<file path="config.mk">
export PLATFORM = sky130hd
export DESIGN_NAME = four_channel_actuator_sequencer_core
export DESIGN_NICKNAME = d
export VERILOG_FILES = /design/src/fcas_pkg.sv /design/src/four_channel_actuator_sequencer_core.sv
export SDC_FILE = /design/constraint.sdc
export NUM_CORES = 1
export LEC_CHECK = 0
export ABC_AREA = 1
export BUFFER_PORTS_ARGS = -buffer_cell sky130_fd_sc_hd__buf_4
export CAP_MARGIN = 15
export CORE_AREA = 2 2 171 173
export CTS_BUF_LIST = sky130_fd_sc_hd__clkbuf_4
export DETAILED_ROUTE_END_ITERATION = 8
export DIE_AREA = 0 0 173 175
export SYNTH_ARGS = -nofsm -noshare
export SYNTH_HDL_FRONTEND = slang
export SYNTH_SLANG_ARGS = --single-unit
export TNS_END_PERCENT = 20
</file>
<file path="constraint.sdc">
create_clock -name clk -period 4.8 [get_ports clk]
set_clock_uncertainty 0.15 [all_clocks]
set_input_delay 0.96 -clock clk [delete_from_list [all_inputs] [get_ports clk]]
set_output_delay 0.96 -clock clk [all_outputs]
set_load 0.05 [all_outputs]
</file>
<file path="src/fcas_pkg.sv">
`timescale 1ns / 1ps
// ----------------------------------------------------------------------------
// fcas_pkg
// shared constants for the four channel actuator sequencer
// ----------------------------------------------------------------------------
package fcas_pkg;

  localparam int CHANNELS = 4;
  localparam int MASK_W   = 4;
  localparam int PHASE_W  = 4;
  localparam int COUNT_W  = 17;
  localparam int TICKS_W  = 16;
  localparam int CHAN_W   = 2;
  localparam int CFG_IDX_W  = 8;
  localparam int CFG_DATA_W = 16;
  localparam int IN_TDATA_W  = 8;
  localparam int OUT_TDATA_W = 16;

  localparam logic [PHASE_W-1:0] PH_IDLE        = 4'd0;
  localparam logic [PHASE_W-1:0] PH_START_OPEN  = 4'd1;
  localparam logic [PHASE_W-1:0] PH_OPENING     = 4'd2;
  localparam logic [PHASE_W-1:0] PH_OPENED      = 4'd3;
  localparam logic [PHASE_W-1:0] PH_HOLDING     = 4'd4;
  localparam logic [PHASE_W-1:0] PH_HELD        = 4'd5;
  localparam logic [PHASE_W-1:0] PH_START_CLOSE = 4'd6;
  localparam logic [PHASE_W-1:0] PH_CLOSING     = 4'd7;
  localparam logic [PHASE_W-1:0] PH_CLOSED      = 4'd8;

  localparam logic [CFG_IDX_W-1:0] REG_ENABLE      = 8'd0;
  localparam logic [CFG_IDX_W-1:0] REG_OPEN_TICKS  = 8'd1;
  localparam logic [CFG_IDX_W-1:0] REG_HOLD_TICKS  = 8'd2;
  localparam logic [CFG_IDX_W-1:0] REG_CLOSE_TICKS = 8'd3;

  localparam logic FUNC_TICK    = 1'b0;
  localparam logic FUNC_TRIGGER = 1'b1;

  localparam logic [TICKS_W-1:0] OPEN_TICKS_RST  = 16'd50;
  localparam logic [TICKS_W-1:0] HOLD_TICKS_RST  = 16'd5000;
  localparam logic [TICKS_W-1:0] CLOSE_TICKS_RST = 16'd50;

endpackage

</file>
<file path="src/four_channel_actuator_sequencer_core.sv">
`timescale 1ns / 1ps
// ----------------------------------------------------------------------------
// four_channel_actuator_sequencer_core
// four actuator channels stepping open / hold / close on tick and trigger words
// ----------------------------------------------------------------------------
// usage:
//   s_axis carries one word per event: tuser = func (0 tick, 1 trigger),
//   tdata = trigger channel. a tick steps each busy channel on (timed phases
//   count to their threshold first), a trigger starts an idle channel or
//   restarts a holding one while enable is set, and toggles the led bit.
//   every accepted word gives exactly one m_axis word with the drive masks,
//   busy mask and led level as they stand after that event.
//   cfg_* writes the enable and tick threshold registers; cfg_ready is
//   always high.
// timing:
//   one word per cycle while the receiver keeps up; the result is registered
//   into the output register on acceptance. the per-channel phase update is a single compare
//   and increment between the state registers and the output register.
//   if the receiver stalls, the output register holds its word and s_axis
//   accepts again as soon as that word is taken (same cycle allowed).
// reset:
//   rst clears all channels to idle, counts and led to zero, enable to 0 and
//   the thresholds to 50 / 5000 / 50; the output register is emptied.
// ----------------------------------------------------------------------------
module four_channel_actuator_sequencer_core (
  input  logic                               clk,
  input  logic                               rst,
  input  logic                               s_axis_tvalid,
  output logic                               s_axis_tready,
  input  logic [fcas_pkg::IN_TDATA_W-1:0]    s_axis_tdata,  // [1:0] channel
  input  logic                               s_axis_tuser,  // [0] func
  output logic                               m_axis_tvalid,
  input  logic                               m_axis_tready,
  // [3:0] forward_mask, [7:4] reverse_mask, [11:8] busy_mask, [12] led
  output logic [fcas_pkg::OUT_TDATA_W-1:0]   m_axis_tdata,
  input  logic                               cfg_valid,
  output logic                               cfg_ready,
  input  logic [fcas_pkg::CFG_IDX_W-1:0]     cfg_index,
  input  logic [fcas_pkg::CFG_DATA_W-1:0]    cfg_data
);
  import fcas_pkg::*;

  logic                 enable;
  logic [TICKS_W-1:0]   open_ticks;
  logic [TICKS_W-1:0]   hold_ticks;
  logic [TICKS_W-1:0]   close_ticks;

  logic [PHASE_W-1:0]   phase      [CHANNELS];
  logic [COUNT_W-1:0]   count      [CHANNELS];
  logic [PHASE_W-1:0]   phase_next [CHANNELS];
  logic [COUNT_W-1:0]   count_next [CHANNELS];
  logic                 led_level;
  logic                 led_level_next;

  logic [MASK_W-1:0]    fwd_mask;
  logic [MASK_W-1:0]    rev_mask;
  logic [MASK_W-1:0]    busy_mask;

  logic                 in_fire;
  logic [CHAN_W-1:0]    in_chan;
  logic                 in_func;

  assign cfg_ready     = 1'b1;
  assign s_axis_tready = !m_axis_tvalid || m_axis_tready;
  assign in_fire       = s_axis_tvalid && s_axis_tready;
  assign in_chan       = s_axis_tdata[CHAN_W-1:0];
  assign in_func       = s_axis_tuser;

  always_ff @(posedge clk) begin
    if (rst) begin
      enable      <= 1'b0;
      open_ticks  <= OPEN_TICKS_RST;
      hold_ticks  <= HOLD_TICKS_RST;
      close_ticks <= CLOSE_TICKS_RST;
    end else if (cfg_valid) begin
      case (cfg_index)
        REG_ENABLE:      enable      <= cfg_data[0];
        REG_OPEN_TICKS:  open_ticks  <= cfg_data[TICKS_W-1:0];
        REG_HOLD_TICKS:  hold_ticks  <= cfg_data[TICKS_W-1:0];
        REG_CLOSE_TICKS: close_ticks <= cfg_data[TICKS_W-1:0];
        default: ;
      endcase
    end
  end

  // next channel state for the word at the input
  always_comb begin
    led_level_next = led_level;
    for (int c = 0; c < CHANNELS; c++) begin
      phase_next[c] = phase[c];
      count_next[c] = count[c];
      if (in_func == FUNC_TICK) begin
        case (phase[c])
          PH_IDLE: ;
          PH_START_OPEN: begin
            phase_next[c] = PH_OPENING;
            count_next[c] = '0;
          end
          PH_OPENING: begin
            if (count[c] >= {1'b0, open_ticks}) phase_next[c] = PH_OPENED;
            count_next[c] = count[c] + 1'b1;
          end
          PH_OPENED: begin
            phase_next[c] = PH_HOLDING;
            count_next[c] = '0;
          end
          PH_HOLDING: begin
            if (count[c] >= {1'b0, hold_ticks}) phase_next[c] = PH_HELD;
            count_next[c] = count[c] + 1'b1;
          end
          PH_HELD: phase_next[c] = PH_START_CLOSE;
          PH_START_CLOSE: begin
            phase_next[c] = PH_CLOSING;
            count_next[c] = '0;
          end
          PH_CLOSING: begin
            // closing runs one tick past the threshold
            if (count[c] > {1'b0, close_ticks}) phase_next[c] = PH_CLOSED;
            count_next[c] = count[c] + 1'b1;
          end
          default: phase_next[c] = PH_IDLE;
        endcase
      end else if (int'(in_chan) == c && enable) begin
        if (phase[c] == PH_IDLE) begin
          phase_next[c] = PH_START_OPEN;
          count_next[c] = '0;
        end else if (phase[c] == PH_HOLDING) begin
          count_next[c] = '0;
        end
      end
    end
    // triggers on channels that do not exist are dropped, led included
    if (in_func == FUNC_TRIGGER && int'(in_chan) < CHANNELS) begin
      led_level_next = !led_level;
    end
  end

  always_comb begin
    fwd_mask  = '0;
    rev_mask  = '0;
    busy_mask = '0;
    for (int c = 0; c < CHANNELS; c++) begin
      if (c < MASK_W) begin
        fwd_mask[c]  = phase_next[c] == PH_OPENING || phase_next[c] == PH_OPENED;
        rev_mask[c]  = phase_next[c] == PH_CLOSING || phase_next[c] == PH_CLOSED;
        busy_mask[c] = phase_next[c] != PH_IDLE;
      end
    end
  end

  always_ff @(posedge clk) begin
    if (rst) begin
      for (int c = 0; c < CHANNELS; c++) begin
        phase[c] <= PH_IDLE;
        count[c] <= '0;
      end
      led_level <= 1'b0;
    end else if (in_fire) begin
      for (int c = 0; c < CHANNELS; c++) begin
        phase[c] <= phase_next[c];
        count[c] <= count_next[c];
      end
      led_level <= led_level_next;
    end
  end

  always_ff @(posedge clk) begin
    if (rst) begin
      m_axis_tvalid <= 1'b0;
    end else if (in_fire) begin
      m_axis_tvalid <= 1'b1;
    end else if (m_axis_tready) begin
      m_axis_tvalid <= 1'b0;
    end
  end

  always_ff @(posedge clk) begin
    if (in_fire) begin
      m_axis_tdata <= {3'b000, led_level_next, busy_mask, rev_mask, fwd_mask};
    end
  end

endmodule

</file>
==> results.toml <==
[worst_setup_path]
cp_cell_sequence = "ha_1, nand2_1, nor3_1, nand4_1, nand2_1, inv_1, nand2_1, nand2_1, nand3_1, nand2_1, nand2_1, nor2_1, nand3_1, nand2_1"
path_max_fanout = 6
cp.arrival_ps = 2990
crit_buf_inv = 1
crit_slowest_cell = "edfxtp_1"
crit_family = "simple AND/OR/NAND/NOR gates"
critPathMostFrequentCell = "nand2_1"
required_ps = 5020
cp-start-kind = "flip-flop"
endpoint_kind = "flip-flop"
worst_path_largest_cell_delay_ps = 540
critical_path_class = "flip-flop to flip-flop"

[power]
swShare_pct = 36.9
clockPowerShare_pct = 26.2
pwr-share-seq_pct = 49.2
p_comb_share_pct = 24.5
peakVddDrop_v = 0.000191
finalPower_mw = 3.16
power.leakage_nw = 6.50
cell_internal_pwr_mw = 2.00
switching_power_mw = 1.17
pwr_density_cell_nw_per_um2 = 233

[logic_synthesis]
synth_edf_count = 97
synth_largest_area_cell = "edfxtp_1"
synth_area_leaders = "edfxtp_1, ha_1, nand2_1"
syn_area_um2 = 12600
yosys_warnings = 0
ys.flop_type = "edfxtp_1"
ys_ff_latch = 148
yosysTopAreaCellShare_pct = 23.2
syn_avg_cell_area_um2 = 7.22
syn_inst = 1740
ys_seq_area_share_pct = 31.3
yosysUniqueCellTypes = 47
async_flop_share_pct = 0

[route]
vias = 11500
routed_wl_um = 34800
viasPerCell = 5.26
wl_per_cell_um = 15.9
antenna_left = 0
dr.pass1.iters = 6
drt_iter0_drc = 700
route.detailed.drc = 0

[final_layout]
area_growth_pct = 8.26
design_area_um2 = 13600
mostFrequentLayoutCells = "nand2_1, inv_1, nor2_1"
fillers = 2916
fin_cells = 2184
final_util_pct = 47.9
final_common_cell = "nand2_1"
nNetsFinal = 2020
drive_gt1_share_pct = 7.17

[floorplan]
die_y_um = 175
rows = 62
die_w_um = 173
ios = 57
dieArea_um2 = 30300
start_util_pct = 44.2
coreArea_um2 = 28400

[sta]
whs_ps = 333
setup-tns-final_ps = 0
drv_slew = 0
max_freq_ghz = 0.361
setup_ws_ps = 2030
slew_headroom_pct = 31.0
fin_crit_sh_pct = 57.8
finalCriticalPeriod_ps = 2770
hold_viol = 0
worstMarginPinSlew_ps = 1030
grt_setup_unrepaired = "no"
setup_viol = 0

[clock_network]
h-tree-depth = 4
ctsResizeCount = 0
cts_root_buf = "clkbuf_4"
cts_buffer_depth = 2
cts_inserted_buffers = 17
holdBufCountCts = 0
cts_tree = "yes"
cts_setup_buffers = 0
clk_pin_slew_ps = 150
worstSkewPairLatency_ps = 600
cts_sinks = 148

[grt]
grt_max_degree = 38
met2_usage_pct = 39.9
grt_usage_pct = 23.5
grtUsageMet1_pct = 30.1
grt_pass1_wl_um = 55200
use_met3_pct = 3.31
grt-ovfl-total = 0
grt-busiest-layer = "met2"
grt_pass1_vias = 10700
antenna_found_initial = 1

[placement]
dp_cells = 2151
dpl_cell_area_um2 = 13300
portBuffers = 46
pre_cts_ws_ps = 1490
hpwl_um = 27400
gp_congestion = 0.918

[outcome]
status = "finished, final reports clean"

[flow_run]
maxCapViolations = 0

[min_path]
hold_path_class = "flip-flop to flip-flop"
==> path summary, 6_finish.rpt <==
check	start	to	slack, ps	cells after the start
max	count[2][12]	m_axis_tdata[6]	2030	14
max reg2reg	count[2][12]	m_axis_tdata[6]	2030	14
min	enable	enable	330	2
min reg2reg	enable	enable	330	2
==> per-layer routing <==
metal	share of wire [%]	routed length [um]
met1	44	15400
met2	47	16400
met3	4.7	1650
met5	0	0
met4	3.8	1330
==> flip-flops by register name, summed over array words and instances, names as in the netlist <==
register	count
phase	16
m_axis_tdata	13
open_ticks	16
close_ticks	16
m_axis_tvalid	1
count	68
enable	1
hold_ticks	16
led_level	1
==> power groups by stage <==
stage          Sequential, mW  Combinational [mW]  Clock [mW]
6_report                 1.56               0.776       0.830
5_1_grt                  1.57               0.895       0.901
4_1_cts                  1.56               0.774       0.852
3_5_place_dp             1.58               0.771           0
3_3_place_gp             1.58               0.757           0
2_1_floorplan            1.58               0.541           0
==> area by class of cell <==
type	count	area (um2)	area share (%)
Antenna cell	1	2.50	0.0184
Tap cell	384	480	3.53
Timing Repair Buffer	51	383	2.82
Sequential cell	148	3930	28.9
Multi-Input combinational cell	1335	7650	56.3
Clock buffer	17	128	0.938
Inverter	233	875	6.43
Clock inverter	15	144	1.06
==> worst reg2reg max path: stages, from the launching register on <==
cell	delay, ps
edfxtp_1	540
ha_1	350
nand2_1	80
nor3_1	350
nand4_1	240
nand2_1	160
inv_1	60
nand2_1	50
nand2_1	80
nand3_1	90
nand2_1	90
nand2_1	140
nor2_1	50
nand3_1	70
nand2_1	50
==> Yosys cell counts, types with 3 or more instances <==
cell type,n
a21oi_1,151
dfxtp_1,51
inv_2,9
o21ai_1,27
o21ai_0,57
nor2_2,12
edfxtp_1,97
xnor2_1,4
nor4_2,3
o21a_1,8
nand3_1,44
and2_1,4
a31oi_1,5
nor3_1,36
xor2_1,6
nor4_1,5
or2_2,8
nand3_2,3
nand4_1,44
buf_4,5
nor2_1,219
o211ai_1,11
nand2_1,458
buf_2,10
ha_1,196
a21o_1,8
clkbuf_1,11
inv_1,224
==> kinds of logic after synthesis <==
family	Yosys count	synth area share, %
AOI/OAI and AO/OA	272	11.5
xor gates and xnor gates	10	0.697
adders and majority gates	196	19.5
buffers and inverters	259	7.99
DFF	148	31.3
other	2	0.0598
and+or+nand+nor	853	28.9
No activity file was read; power rests on OpenSTA's default activity.
